File: src/sv/dalt_pkg.sv
// ----------------------------------------------------------------------------
// dalt_pkg: shared types and constants for the dual-axis light tracker
// Widths, reset values, register indexes, step sizes and the structs passed
// between the top level and the step logic.
// ----------------------------------------------------------------------------
package dalt_pkg;

    localparam int SAMPLE_BITS_DEF = 12;
    localparam int THR_BITS        = 12;
    localparam int ANGLE_BITS      = 8;
    localparam int SUM_BITS        = ANGLE_BITS + 2;   // signed, holds angle +/- step
    localparam int COMPARE_BITS    = ANGLE_BITS + 1;
    localparam int CFG_IDX_BITS    = 3;
    localparam int CFG_DATA_BITS   = THR_BITS;

    // register indexes
    localparam logic [CFG_IDX_BITS-1:0] REG_H_BIG    = 3'd0;
    localparam logic [CFG_IDX_BITS-1:0] REG_H_MID    = 3'd1;
    localparam logic [CFG_IDX_BITS-1:0] REG_V_BIG    = 3'd2;
    localparam logic [CFG_IDX_BITS-1:0] REG_V_MID    = 3'd3;
    localparam logic [CFG_IDX_BITS-1:0] REG_PULSE    = 3'd4;
    localparam logic [CFG_IDX_BITS-1:0] REG_H_MAX    = 3'd5;
    localparam logic [CFG_IDX_BITS-1:0] REG_V_MAX    = 3'd6;
    localparam logic [CFG_IDX_BITS-1:0] REG_V_MIN    = 3'd7;

    // register reset values
    localparam logic [THR_BITS-1:0]   H_BIG_RST   = 12'd120;
    localparam logic [THR_BITS-1:0]   H_MID_RST   = 12'd100;
    localparam logic [THR_BITS-1:0]   V_BIG_RST   = 12'd200;
    localparam logic [THR_BITS-1:0]   V_MID_RST   = 12'd120;
    localparam logic [ANGLE_BITS-1:0] PULSE_RST   = 8'd45;
    localparam logic [ANGLE_BITS-1:0] H_MAX_RST   = 8'd180;
    localparam logic [ANGLE_BITS-1:0] V_MAX_RST   = 8'd140;
    localparam logic [ANGLE_BITS-1:0] V_MIN_RST   = 8'd2;
    localparam logic [ANGLE_BITS-1:0] ANGLE_RST   = 8'd90;
    localparam logic [ANGLE_BITS-1:0] H_MIN_ANGLE = 8'd0;

    // step sizes
    localparam logic [SUM_BITS-1:0] H_STEP_BIG = 10'd20;
    localparam logic [SUM_BITS-1:0] H_STEP_MID = 10'd5;
    localparam logic [SUM_BITS-1:0] V_STEP_BIG = 10'd5;
    localparam logic [SUM_BITS-1:0] V_STEP_MID = 10'd2;
    localparam logic [SUM_BITS-1:0] STEP_MIN   = 10'd1;

    typedef struct packed {
        logic [THR_BITS-1:0]   h_big_threshold;
        logic [THR_BITS-1:0]   h_mid_threshold;
        logic [THR_BITS-1:0]   v_big_threshold;
        logic [THR_BITS-1:0]   v_mid_threshold;
        logic [ANGLE_BITS-1:0] pulse_base;
        logic [ANGLE_BITS-1:0] h_max_angle;
        logic [ANGLE_BITS-1:0] v_max_angle;
        logic [ANGLE_BITS-1:0] v_min_angle;
    } cfg_t;

    typedef struct packed {
        logic [ANGLE_BITS-1:0]   h_angle_out;
        logic [ANGLE_BITS-1:0]   v_angle_out;
        logic [COMPARE_BITS-1:0] h_compare;
        logic [COMPARE_BITS-1:0] v_compare;
        logic                    held;
    } res_t;

endpackage

File: src/sv/dalt_in_if.sv
// ----------------------------------------------------------------------------
// dalt_in_if: sample set channel
// Valid/ready channel carrying one set of five light samples per request.
// ----------------------------------------------------------------------------
interface dalt_in_if #(
    parameter int SAMPLE_BITS = dalt_pkg::SAMPLE_BITS_DEF
);
    logic                   valid;
    logic                   ready;
    logic [SAMPLE_BITS-1:0] left_light;
    logic [SAMPLE_BITS-1:0] right_light;
    logic [SAMPLE_BITS-1:0] up_light;
    logic [SAMPLE_BITS-1:0] down_light;
    logic [SAMPLE_BITS-1:0] center_light;

    modport source (
        output valid, left_light, right_light, up_light, down_light, center_light,
        input  ready
    );

    modport sink (
        input  valid, left_light, right_light, up_light, down_light, center_light,
        output ready
    );
endinterface

File: src/sv/dalt_out_if.sv
// ----------------------------------------------------------------------------
// dalt_out_if: angle result channel
// Valid/ready channel carrying the angles and servo compare values.
// ----------------------------------------------------------------------------
interface dalt_out_if;
    import dalt_pkg::*;

    logic                    valid;
    logic                    ready;
    logic [ANGLE_BITS-1:0]   h_angle_out;
    logic [ANGLE_BITS-1:0]   v_angle_out;
    logic [COMPARE_BITS-1:0] h_compare;
    logic [COMPARE_BITS-1:0] v_compare;
    logic                    held;

    modport source (
        output valid, h_angle_out, v_angle_out, h_compare, v_compare, held,
        input  ready
    );

    modport sink (
        input  valid, h_angle_out, v_angle_out, h_compare, v_compare, held,
        output ready
    );
endinterface

File: src/sv/dalt_core.sv
// ----------------------------------------------------------------------------
// dalt_core: tracker step logic
// Hold test, step size selection, angle update with clamp, compare values.
// ----------------------------------------------------------------------------
module dalt_core #(
    parameter int SAMPLE_BITS = dalt_pkg::SAMPLE_BITS_DEF
) (
    input  logic [SAMPLE_BITS-1:0]          left_light,
    input  logic [SAMPLE_BITS-1:0]          right_light,
    input  logic [SAMPLE_BITS-1:0]          up_light,
    input  logic [SAMPLE_BITS-1:0]          down_light,
    input  logic [SAMPLE_BITS-1:0]          center_light,
    input  dalt_pkg::cfg_t                  cfg,
    input  logic [dalt_pkg::ANGLE_BITS-1:0] h_angle,
    input  logic [dalt_pkg::ANGLE_BITS-1:0] v_angle,
    output dalt_pkg::res_t                  res
);
    import dalt_pkg::*;

    localparam int CMP_BITS = (SAMPLE_BITS > THR_BITS) ? SAMPLE_BITS : THR_BITS;

    logic                       hold;
    logic [CMP_BITS-1:0]        h_diff;
    logic [CMP_BITS-1:0]        v_diff;
    logic [SUM_BITS-1:0]        h_step;
    logic [SUM_BITS-1:0]        v_step;
    logic signed [SUM_BITS-1:0] h_sum;
    logic signed [SUM_BITS-1:0] v_sum;
    logic [ANGLE_BITS-1:0]      h_new;
    logic [ANGLE_BITS-1:0]      v_new;

    assign hold = (center_light > left_light) && (center_light > right_light) &&
                  (center_light > up_light)   && (center_light > down_light);

    always_comb
    begin
        h_diff = (left_light > right_light)
               ? CMP_BITS'(left_light - right_light)
               : CMP_BITS'(right_light - left_light);
        v_diff = (up_light > down_light)
               ? CMP_BITS'(up_light - down_light)
               : CMP_BITS'(down_light - up_light);

        if (h_diff > CMP_BITS'(cfg.h_big_threshold))
            h_step = H_STEP_BIG;
        else if (h_diff > CMP_BITS'(cfg.h_mid_threshold))
            h_step = H_STEP_MID;
        else
            h_step = STEP_MIN;

        if (v_diff > CMP_BITS'(cfg.v_big_threshold))
            v_step = V_STEP_BIG;
        else if (v_diff > CMP_BITS'(cfg.v_mid_threshold))
            v_step = V_STEP_MID;
        else
            v_step = STEP_MIN;

        h_sum = signed'({2'b00, h_angle});
        v_sum = signed'({2'b00, v_angle});
        if (!hold)
        begin
            // left brighter turns positive, down brighter turns positive
            if (left_light > right_light)
                h_sum = h_sum + signed'(h_step);
            else if (left_light < right_light)
                h_sum = h_sum - signed'(h_step);
            if (up_light > down_light)
                v_sum = v_sum - signed'(v_step);
            else if (up_light < down_light)
                v_sum = v_sum + signed'(v_step);
        end

        // max is tested first; when the two cross, only a sum above max gives max
        if (h_sum > signed'({2'b00, cfg.h_max_angle}))
            h_new = cfg.h_max_angle;
        else if (h_sum < signed'({2'b00, H_MIN_ANGLE}))
            h_new = H_MIN_ANGLE;
        else
            h_new = h_sum[ANGLE_BITS-1:0];

        if (v_sum > signed'({2'b00, cfg.v_max_angle}))
            v_new = cfg.v_max_angle;
        else if (v_sum < signed'({2'b00, cfg.v_min_angle}))
            v_new = cfg.v_min_angle;
        else
            v_new = v_sum[ANGLE_BITS-1:0];

        res.h_angle_out = h_new;
        res.v_angle_out = v_new;
        res.h_compare   = {1'b0, cfg.pulse_base} + {1'b0, h_new};
        res.v_compare   = {1'b0, cfg.pulse_base} + {1'b0, v_new};
        res.held        = hold;
    end
endmodule

File: src/sv/dual_axis_light_tracker_step.sv
// ----------------------------------------------------------------------------
// dual_axis_light_tracker_step: two-axis sun tracker step
// Takes five light samples per request, steps the pan/tilt angles toward the
// brighter side, clamps them and reports servo compare values.
//
//   channel  | dir | handshake            | payload
//   ---------+-----+----------------------+-------------------------------------
//   in_ch    | in  | valid/ready          | left/right/up/down/center samples
//   out_ch   | out | valid/ready          | angles, compare values, held flag
//   cfg      | in  | cfg_we (no wait)     | cfg_index, cfg_data
//
// One request per cycle sustained while out_ch is ready. The samples land
// in an input register, then the step logic writes the angle state and the
// result register on the same edge. Reset sets the angles to 90 and the
// config registers to their defaults; both stages come up empty. A stalled
// output holds its result while the input stage still takes one more request.
// ----------------------------------------------------------------------------
module dual_axis_light_tracker_step #(
    parameter int SAMPLE_BITS = dalt_pkg::SAMPLE_BITS_DEF
) (
    input  logic                             clk,
    input  logic                             rst_n,
    input  logic                             cfg_we,
    input  logic [dalt_pkg::CFG_IDX_BITS-1:0]  cfg_index,
    input  logic [dalt_pkg::CFG_DATA_BITS-1:0] cfg_data,
    dalt_in_if.sink                          in_ch,
    dalt_out_if.source                       out_ch
);
    import dalt_pkg::*;

    // configuration registers
    cfg_t                  cfg_reg;

    // angle state
    logic [ANGLE_BITS-1:0] h_angle_reg;
    logic [ANGLE_BITS-1:0] v_angle_reg;

    // input stage
    logic                   in_valid_reg;
    logic [SAMPLE_BITS-1:0] left_reg;
    logic [SAMPLE_BITS-1:0] right_reg;
    logic [SAMPLE_BITS-1:0] up_reg;
    logic [SAMPLE_BITS-1:0] down_reg;
    logic [SAMPLE_BITS-1:0] center_reg;

    // result stage
    logic                   res_valid_reg;
    res_t                   res_reg;
    res_t                   res_next;

    logic                   advance;
    logic                   in_take;

    // the input stage moves on when the result stage is empty or draining
    assign advance     = in_valid_reg && (!res_valid_reg || out_ch.ready);
    assign in_ch.ready = !in_valid_reg || advance;
    assign in_take     = in_ch.valid && in_ch.ready;

    always_ff @(posedge clk or negedge rst_n)
    begin
        if (!rst_n)
        begin
            cfg_reg.h_big_threshold <= H_BIG_RST;
            cfg_reg.h_mid_threshold <= H_MID_RST;
            cfg_reg.v_big_threshold <= V_BIG_RST;
            cfg_reg.v_mid_threshold <= V_MID_RST;
            cfg_reg.pulse_base      <= PULSE_RST;
            cfg_reg.h_max_angle     <= H_MAX_RST;
            cfg_reg.v_max_angle     <= V_MAX_RST;
            cfg_reg.v_min_angle     <= V_MIN_RST;
        end
        else if (cfg_we)
        begin
            case (cfg_index)
                REG_H_BIG: cfg_reg.h_big_threshold <= cfg_data[THR_BITS-1:0];
                REG_H_MID: cfg_reg.h_mid_threshold <= cfg_data[THR_BITS-1:0];
                REG_V_BIG: cfg_reg.v_big_threshold <= cfg_data[THR_BITS-1:0];
                REG_V_MID: cfg_reg.v_mid_threshold <= cfg_data[THR_BITS-1:0];
                REG_PULSE: cfg_reg.pulse_base      <= cfg_data[ANGLE_BITS-1:0];
                REG_H_MAX: cfg_reg.h_max_angle     <= cfg_data[ANGLE_BITS-1:0];
                REG_V_MAX: cfg_reg.v_max_angle     <= cfg_data[ANGLE_BITS-1:0];
                REG_V_MIN: cfg_reg.v_min_angle     <= cfg_data[ANGLE_BITS-1:0];
                default:   cfg_reg <= cfg_reg;
            endcase
        end
    end

    // input stage control
    always_ff @(posedge clk or negedge rst_n)
    begin
        if (!rst_n)
            in_valid_reg <= 1'b0;
        else if (in_take)
            in_valid_reg <= 1'b1;
        else if (advance)
            in_valid_reg <= 1'b0;
    end

    // sample registers, no reset needed
    always_ff @(posedge clk)
    begin
        if (in_take)
        begin
            left_reg   <= in_ch.left_light;
            right_reg  <= in_ch.right_light;
            up_reg     <= in_ch.up_light;
            down_reg   <= in_ch.down_light;
            center_reg <= in_ch.center_light;
        end
    end

    dalt_core #(
        .SAMPLE_BITS (SAMPLE_BITS)
    ) u_core (
        .left_light   (left_reg),
        .right_light  (right_reg),
        .up_light     (up_reg),
        .down_light   (down_reg),
        .center_light (center_reg),
        .cfg          (cfg_reg),
        .h_angle      (h_angle_reg),
        .v_angle      (v_angle_reg),
        .res          (res_next)
    );

    // angle state and result valid move together with the input stage
    always_ff @(posedge clk or negedge rst_n)
    begin
        if (!rst_n)
        begin
            h_angle_reg   <= ANGLE_RST;
            v_angle_reg   <= ANGLE_RST;
            res_valid_reg <= 1'b0;
        end
        else if (advance)
        begin
            h_angle_reg   <= res_next.h_angle_out;
            v_angle_reg   <= res_next.v_angle_out;
            res_valid_reg <= 1'b1;
        end
        else if (out_ch.ready)
        begin
            res_valid_reg <= 1'b0;
        end
    end

    always_ff @(posedge clk)
    begin
        if (advance)
            res_reg <= res_next;
    end

    assign out_ch.valid       = res_valid_reg;
    assign out_ch.h_angle_out = res_reg.h_angle_out;
    assign out_ch.v_angle_out = res_reg.v_angle_out;
    assign out_ch.h_compare   = res_reg.h_compare;
    assign out_ch.v_compare   = res_reg.v_compare;
    assign out_ch.held        = res_reg.held;

endmodule
File: src/flat_wrapper.sv
// flat-port wrapper written by rule: the top's interface ports become plain ports
module dual_axis_light_tracker_step_flat import dalt_pkg::*;
#(
    parameter int SAMPLE_BITS = dalt_pkg::SAMPLE_BITS_DEF
)
  (clk, rst_n, cfg_we, cfg_index, cfg_data, in_ch_valid, in_ch_left_light, in_ch_right_light, in_ch_up_light, in_ch_down_light, in_ch_center_light, in_ch_ready, out_ch_valid, out_ch_h_angle_out, out_ch_v_angle_out, out_ch_h_compare, out_ch_v_compare, out_ch_held, out_ch_ready);
  dalt_in_if #(.SAMPLE_BITS(SAMPLE_BITS)) in_ch_i ();
  dalt_out_if out_ch_i ();
  input  logic clk;
  input  logic rst_n;
  input  logic cfg_we;
  input  logic [dalt_pkg::CFG_IDX_BITS-1:0] cfg_index;
  input  logic [dalt_pkg::CFG_DATA_BITS-1:0] cfg_data;
  input wire logic [$bits(in_ch_i.valid)-1:0] in_ch_valid;
  input wire logic [$bits(in_ch_i.left_light)-1:0] in_ch_left_light;
  input wire logic [$bits(in_ch_i.right_light)-1:0] in_ch_right_light;
  input wire logic [$bits(in_ch_i.up_light)-1:0] in_ch_up_light;
  input wire logic [$bits(in_ch_i.down_light)-1:0] in_ch_down_light;
  input wire logic [$bits(in_ch_i.center_light)-1:0] in_ch_center_light;
  output wire logic [$bits(in_ch_i.ready)-1:0] in_ch_ready;
  output wire logic [$bits(out_ch_i.valid)-1:0] out_ch_valid;
  output wire logic [$bits(out_ch_i.h_angle_out)-1:0] out_ch_h_angle_out;
  output wire logic [$bits(out_ch_i.v_angle_out)-1:0] out_ch_v_angle_out;
  output wire logic [$bits(out_ch_i.h_compare)-1:0] out_ch_h_compare;
  output wire logic [$bits(out_ch_i.v_compare)-1:0] out_ch_v_compare;
  output wire logic [$bits(out_ch_i.held)-1:0] out_ch_held;
  input wire logic [$bits(out_ch_i.ready)-1:0] out_ch_ready;
  assign in_ch_i.valid = in_ch_valid;
  assign in_ch_i.left_light = in_ch_left_light;
  assign in_ch_i.right_light = in_ch_right_light;
  assign in_ch_i.up_light = in_ch_up_light;
  assign in_ch_i.down_light = in_ch_down_light;
  assign in_ch_i.center_light = in_ch_center_light;
  assign in_ch_ready = in_ch_i.ready;
  assign out_ch_valid = out_ch_i.valid;
  assign out_ch_h_angle_out = out_ch_i.h_angle_out;
  assign out_ch_v_angle_out = out_ch_i.v_angle_out;
  assign out_ch_h_compare = out_ch_i.h_compare;
  assign out_ch_v_compare = out_ch_i.v_compare;
  assign out_ch_held = out_ch_i.held;
  assign out_ch_i.ready = out_ch_ready;
  dual_axis_light_tracker_step #(.SAMPLE_BITS(SAMPLE_BITS)) u_core (.clk(clk), .rst_n(rst_n), .cfg_we(cfg_we), .cfg_index(cfg_index), .cfg_data(cfg_data), .in_ch(in_ch_i), .out_ch(out_ch_i));
endmodule
File: config.mk
export PLATFORM = sky130hd
export DESIGN_NAME = dual_axis_light_tracker_step_flat
export DESIGN_NICKNAME = d
export VERILOG_FILES = /design/src/sv/dalt_pkg.sv /design/src/sv/dalt_in_if.sv /design/src/sv/dalt_out_if.sv /design/src/sv/dalt_core.sv /design/src/sv/dual_axis_light_tracker_step.sv /design/src/flat_wrapper.sv
export SDC_FILE = /design/constraint.sdc
export NUM_CORES = 1
export LEC_CHECK = 0
export ABC_CLOCK_PERIOD_IN_PS = 10380
export BUFFER_PORTS_ARGS = -buffer_cell sky130_fd_sc_hd__buf_2
export CAP_MARGIN = 20
export CORE_MARGIN = 5
export CORE_UTILIZATION = 60
export CTS_CLUSTER_DIAMETER = 80
export DETAILED_ROUTE_END_ITERATION = 8
export MAX_ROUTING_LAYER = met4
export PLACE_DENSITY = 0.83
export SLEW_MARGIN = 20
export SYNTH_ARGS = -nofsm -noshare
export SYNTH_HDL_FRONTEND = slang
export SYNTH_SLANG_ARGS = --single-unit
File: constraint.sdc
create_clock -name clk -period 10.38 [get_ports clk]
set_input_delay 1.557 -clock clk [delete_from_list [all_inputs] [get_ports clk]]
set_output_delay 1.557 -clock clk [all_outputs]
set_load 0.005 [all_outputs]
==> out/results.tsv, run 1 <==
metric	value	unit
grt ovf	0	
skew final	10.3	ps
setup_tns	0	ps
slowest stage delay, CP	470	ps
Hold Path Sink	u_core.cfg_reg[72]$_DFFE_PN1P_	
WL final	33000	um
vias in the first global route	10500	
uppermost layer routed	met4	
fillcell total	1650	
Worst path slowest cell	a2111oi_1	
largest net degree at the start of global routing	61	
Cell Pwr Density	297	mW/mm^2
syn avg cell area	10.4	um^2
synth top area cells	edfxtp_1 21%, ha_1 18%, dfrtp_1 12%, dfstp_2 6.6%, mux2_2 5.3%	
Crit. End Element	register	
Slew @ Worst Pin	821	ps
Synth Warn #	0	
class of the worst hold path	register to register	
HP Start	u_core.cfg_reg[72]$_DFFE_PN1P_	
critical path class	register to register	
R2R cell count	46	
post-synthesis sequential area ratio	39.3	%
Port-buffer cells	116	
Design Power	4.49	mW
htree depth	4	
leading area contributor after synthesis	edfxtp_1	
startpoint types	register	
worst vdd ir	0.188	mV
layout cells sized above 1	20.5	%
most frequent cell after synthesis	ha_1	
Critical Path AT	9990	ps
crit path max fanout	12	
DRT antenna net count	0	
WL met2	15600	um
Setup WS post-layout	593	ps
Tmin final	9790	ps
Final Core Density	67.3	%
CTS Root Cell	clkbuf_16	
via count	10500	
core box area	0.0225	mm^2
WHS	513	ps
Final period util	94.3	%
area delta synth->final	11.2	%
vias per inst	6.10	
drc violations	0	
Clock Path Buffers	2	
max cap viols	0	
asr flop ratio synth	50.8	%
clock sinks	193	
r2r setup slk	590	ps
Post-synth top cells	196 x ha_1, 152 x inv_1, 95 x edfxtp_1	
worst-skew pair later-pin latency	450	ps
dpl cells	1687	
metal3 WL	2100	um
die height	161	um
Syn Inst Count	1313	
Post-synth EDFFs	95	
WL per Instance	19.2	um
Final Setup Violations	0	
Reg-to-Reg Start	u_core.up_reg[0]$_DFFE_PP_	
Synth top area share	20.9	%
worst rel slew slack	45.0	%
WP data required	10580	ps
Synth cell types	80	
Fin. Hold Viols	0	
Non-Filler Instances	1723	
post-route cell area	0.0151	mm^2
standard-cell rows	55	
Hold-fix buffers, CTS	0	
Worst Hold Depth	2	
Setup Slack @ Placement	215	ps
R2R Path End	u_core.out_ch.v_compare[8]$_DFFE_PP_	
die width	161	um
die area	0.0258	mm^2
syn_nets	1597	
Pleak	7.03	nW
final net count	1707	
drt first pass iters	6	
IO Pins	117	
Slew Limit Fails	0	
ys flop type	edfxtp_1	
Max Fclk	0.102	GHz
initial antenna violation count	2	
cts bufs inserted	17	
first-pass GRT wire length	52900	um
number of DRC markers in iteration 0	701	
GPL Wtd Cong	0.941	
Worst path top cell family by delay	compound AO/OA/AOI/OAI gates	
register area	0.00535	mm^2
max reg flops	80	
HPWL after DPL	25100	um
netlist area before placement	0.0136	mm^2
Clk pin slew, worst setup/hold paths	80	ps
WP buf/inv	4	
Initial Util	60.5	%
Multi-input gate area	0.00757	mm^2
run status	completed	
GRT Total Usage	26.1	%
metal1 wirelength	14200	um
post-placement cell area	0.0145	mm^2
count of state elements after synthesis	193	
CTS tree	done	
-- worst reg2reg max path, delay by kind of cell, from the launching register on --
kind / cells / cell delay [ps]
buf+inv: 4 / 440
fa+ha+maj: 7 / 2070
mux: 3 / 1050
simple gates: 10 / 1210
xor+xnor: 2 / 440
flops: 1 / 430
compound gates: 20 / 3940
-- area by class of cell --
cell class | count | area share [%]
antenna | 2 | 0.0331
clock buffer | 17 | 2.81
multi-input combinational | 929 | 50.0
tap | 285 | 2.35
clock inverter | 15 | 1.25
inverter | 154 | 3.82
sequential | 193 | 35.3
timing repair buffer | 128 | 4.45
-- placed cells by master (no fill, tap or decap), types with 34 or more instances in the layout --
cell / Yosys / final
a21o_1: 48 / 48
o21ai_0: 75 / 74
ha_1: 196 / 196
edfxtp_1: 95 / 95
a21oi_1: 84 / 82
dfrtp_1: 64 / 64
dfstp_2: 34 / 34
inv_1: 152 / 152
nand2_1: 81 / 80
nor2_1: 35 / 35
buf_2: 12 / 115
mux2_2: 64 / 64
-- worst max-delay path by stage --
stage	from	end	slack, ps	cells after the start
detailed placement	u_core.left_reg[0]$_DFFE_PP_	u_core.out_ch.h_compare[8]$_DFFE_PP_	220	42
global placement	u_core.left_reg[0]$_DFFE_PP_	u_core.out_ch.h_compare[8]$_DFFE_PP_	370	42
global route	u_core.up_reg[0]$_DFFE_PP_	u_core.out_ch.v_compare[7]$_DFFE_PP_	-120	44
finish	u_core.up_reg[0]$_DFFE_PP_	u_core.out_ch.v_compare[8]$_DFFE_PP_	590	46
floorplan	u_core.up_reg[0]$_DFFE_PP_	u_core.out_ch.v_compare[8]$_DFFE_PP_	1440	47
CTS	u_core.left_reg[0]$_DFFE_PP_	u_core.out_ch.h_compare[8]$_DFFE_PP_	160	42
-- metal layers --
layer / vias up / GRT usage, %
met3: 95 / 3.95
met4: 0 / 10.3
met1: 5002 / 34.1
met2: 400 / 41.2
met5: - / -
li1: 5014 / -
-- cells by family (layout without fill, tap and decap cells) --
| logic type | after synthesis | in the layout | share of synthesized area, % |
|---|---|---|---|
| xor gates and xnor gates | 42 | 42 | 2.70 |
| other | 0 | 2 | 0 |
| DFF | 193 | 193 | 39.3 |
| AOI/OAI and AO/OA | 338 | 338 | 16.4 |
| buffers and inverters | 191 | 314 | 5.65 |
| and+or+nand+nor | 267 | 267 | 10.4 |
| adders and majority gates | 204 | 204 | 19.2 |
| muxes | 78 | 78 | 6.36 |
-- report_power, final --
part           internal [mW]  leakage [nW]  switching (mW)
combinational           1.12          4.68            1.44
clock                  0.330         0.298           0.341
sequential              1.14          2.05           0.133
total                   2.58          7.03            1.91
-- repair_timing --
item                                    4_1_cts  5_1_grt
setup buffers                                 0        2
resized for setup                             0       12
endpoints found under the setup margin        0        9
Note: power is estimated with default switching activity, not from simulation.
==> run 2, diff against run 1 <==
--- a/config.mk
+++ b/config.mk
@@ -8,12 +8,14 @@
 export ABC_CLOCK_PERIOD_IN_PS = 10380
 export BUFFER_PORTS_ARGS = -buffer_cell sky130_fd_sc_hd__buf_2
 export CAP_MARGIN = 20
-export CORE_MARGIN = 5
-export CORE_UTILIZATION = 60
+export CELL_PAD_IN_SITES_DETAIL_PLACEMENT = 1
+export CELL_PAD_IN_SITES_GLOBAL_PLACEMENT = 1
+export CORE_MARGIN = 10
+export CORE_UTILIZATION = 48
 export CTS_CLUSTER_DIAMETER = 80
 export DETAILED_ROUTE_END_ITERATION = 8
 export MAX_ROUTING_LAYER = met4
-export PLACE_DENSITY = 0.83
+export PLACE_DENSITY = 0.84
 export SLEW_MARGIN = 20
 export SYNTH_ARGS = -nofsm -noshare
 export SYNTH_HDL_FRONTEND = slang
==> run 2 against run 1 <==
  * Clock skew up 1.4 ps
  * Global-route usage down 2.7 points
  * Sequential share of layout area down 0.34 points
  * Largest power group unchanged
  * Sequential power about the same
  * Count of clock-buffer cells in the layout unchanged
  * Via count up 3.1%
  * Wire length up 26%
  * Worst hold slack about the same
  * Non-clock buffer count up 3
  * Worst setup slack worse by 75 ps
  * Critical path type unchanged
==> out/results.tsv, run 2 (synthesized netlist as in run 1, its figures left out) <==
metric	value	unit	change
run status	completed		
uppermost layer routed	met4		
Cell Pwr Density	306	mW/mm^2	+3.1%
Setup WS post-layout	517	ps	-75.4 ps
Design Power	4.68	mW	+4.1%
Slew @ Worst Pin	935	ps	+114 ps
Fin. Hold Viols	0		unchanged
worst rel slew slack	37.6	%	-7.4 points
die width	188	um	+17%
Final period util	95.0	%	+0.73 points
Pleak	7.04	nW	+0.11%
CTS tree	done		
dpl cells	1780		+5.5%
Clock Path Buffers	2		unchanged
GPL Wtd Cong	0.933		-0.90%
post-route cell area	0.0153	mm^2	+0.98%
critical path class	register to register		
register area	0.00535	mm^2	unchanged
Final Setup Violations	0		unchanged
Multi-input gate area	0.00759	mm^2	+0.33%
standard-cell rows	61		+11%
Worst Hold Depth	1		-1
commonest non-fill, non-tap cells in the layout	195 x ha_1, 152 x inv_1, 115 x buf_2		
WL final	41400	um	+26%
metal1 wirelength	17800	um	+25%
RSZ-0062 raised after global routing	no		
class of the worst hold path	register to register		
drc violations	0		unchanged
Setup Slack @ Placement	-94.2	ps	-310 ps
Logic pwr share	57.9	%	+1.1 points
WL per Instance	22.8	um	+19%
CTS Root Cell	clkbuf_16		
fillcell total	3084		+87%
core box area	0.0279	mm^2	+24%
Reg-to-Reg Start	u_core.left_reg[0]$_DFFE_PP_		
Tmin final	9860	ps	+75.4 ps
Crit. End Element	register		
Clk pin slew, worst setup/hold paths	70	ps	about the same
post-placement cell area	0.0146	mm^2	+0.84%
max cap viols	0		unchanged
Non-Filler Instances	1819		+5.6%
initial antenna violation count	2		unchanged
final net count	1710		+0.18%
HPWL after DPL	31400	um	+25%
die area	0.0355	mm^2	+38%
commonest non-fill, non-tap cell in the layout	ha_1		
cts bufs inserted	17		unchanged
DRT antenna net count	0		unchanged
Slew Limit Fails	0		unchanged
Hold Path Sink	u_core.cfg_reg[39]$_DFFE_PN0P_		
Clock power frac	14.8	%	about the same
internal cell power	2.63	mW	+1.9%
WL met2	20300	um	+31%
worst-skew pair later-pin latency	460	ps	about the same
Final Core Density	54.9	%	-12 points
startpoint types	register		
via count	10800		+3.1%
WP data required	10590	ps	about the same
R2R cell count	43		-6.5%
setup_tns	0	ps	unchanged
largest net degree at the start of global routing	61		unchanged
R2R Path End	u_core.out_ch.h_compare[8]$_DFFE_PP_		
htree depth	4		unchanged
slowest stage delay, CP	470	ps	about the same
worst vdd ir	0.151	mV	-20%
crit path max fanout	9		-3
Max Fclk	0.101	GHz	-0.77%
skew final	11.8	ps	+1.45 ps
Critical Path AT	10070	ps	+80 ps
first-pass GRT wire length	64500	um	+22%
Port-buffer cells	116		unchanged
max reg flops	80		unchanged
vias in the first global route	11800		+12%
clock sinks	193		unchanged
WHS	513	ps	+0.268 ps
HP Start	u_core.cfg_reg[39]$_DFFE_PN0P_		
Sw Ratio	43.8	%	+1.2 points
die height	188	um	+17%
Switching Power	2.05	mW	+7.1%
metal3 WL	2120	um	+0.76%
drt first pass iters	5		-1
Initial Util	48.9	%	-12 points
layout cells sized above 1	21.0	%	+0.44 points
area delta synth->final	12.3	%	
Worst path slowest cell	or4_1		
IO Pins	117		unchanged
grt ovf	0		unchanged
number of DRC markers in iteration 0	602		-14%
Seq pwr share	27.4	%	-0.8 points
GRT Total Usage	23.4	%	-2.7 points
r2r setup slk	520	ps	-80 ps
vias per inst	5.96		-2.3%
==> run 2: layout make-up <==
| type | instances | share of cell area, % |
|---|---|---|
| multi-input cells | 929 | 49.7 |
| clock buffers | 17 | 2.78 |
| flip-flops and latches | 193 | 35.0 |
| repair buffers | 131 | 4.55 |
| well taps | 378 | 3.09 |
| inverters | 154 | 3.79 |
| clock inverters | 15 | 1.13 |
| diodes | 2 | 0.0327 |
==> run 2: worst max-delay path by stage <==
| stage | cells after the start | endpoint | start | slack [ps] |
|---|---|---|---|---|
| after detailed placement | 43 | u_core.out_ch.h_compare[8]$_DFFE_PP_ | u_core.left_reg[0]$_DFFE_PP_ | -90 |
| after floorplan | 47 | u_core.out_ch.v_compare[8]$_DFFE_PP_ | u_core.up_reg[0]$_DFFE_PP_ | 1440 |
| after global placement | 43 | u_core.out_ch.h_compare[8]$_DFFE_PP_ | u_core.left_reg[0]$_DFFE_PP_ | 80 |
| final | 43 | u_core.out_ch.h_compare[8]$_DFFE_PP_ | u_core.left_reg[0]$_DFFE_PP_ | 520 |
| after CTS | 43 | u_core.out_ch.h_compare[8]$_DFFE_PP_ | u_core.left_reg[0]$_DFFE_PP_ | 50 |
| after global routing | 43 | u_core.out_ch.h_compare[8]$_DFFE_PP_ | u_core.left_reg[0]$_DFFE_PP_ | 7 |
==> run 2: layer usage <==
metal  up-vias  global-route usage [%]
met5         -                       -
met4         0                    8.64
met3        99                    4.52
met2       368                    39.3
met1      5369                    27.4
li1       5000                       -
==> run 2: critical path, delay by kind of cell, from the launching register on <==
kind / cells / cell delay (ps)
AO/OA/AOI/OAI: 23 / 4530
XOR/XNOR: 1 / 130
adder cells (fa/ha/maj): 7 / 2230
buffers and inverters: 3 / 340
flip-flops: 1 / 450
multiplexers: 1 / 340
AND/OR/NAND/NOR: 8 / 1580
==> run 2: power by group through the flow <==
stage / clock (mW) / combinational, mW / sequential, mW
6_report: 0.690 / 2.71 / 1.28
5_1_grt: 0.725 / 2.99 / 1.30
4_1_cts: 0.697 / 2.64 / 1.28
3_5_place_dp: 0 / 2.57 / 1.29
3_3_place_gp: 0 / 2.42 / 1.28
2_1_floorplan: 0 / 1.85 / 1.24
==> run 2: what timing repair did <==
action	in CTS	in global routing
pin swaps	0	2
resized for setup	2	15
endpoints found under the setup margin	2	8
hold buffers	0	0
buffers inserted	0	5
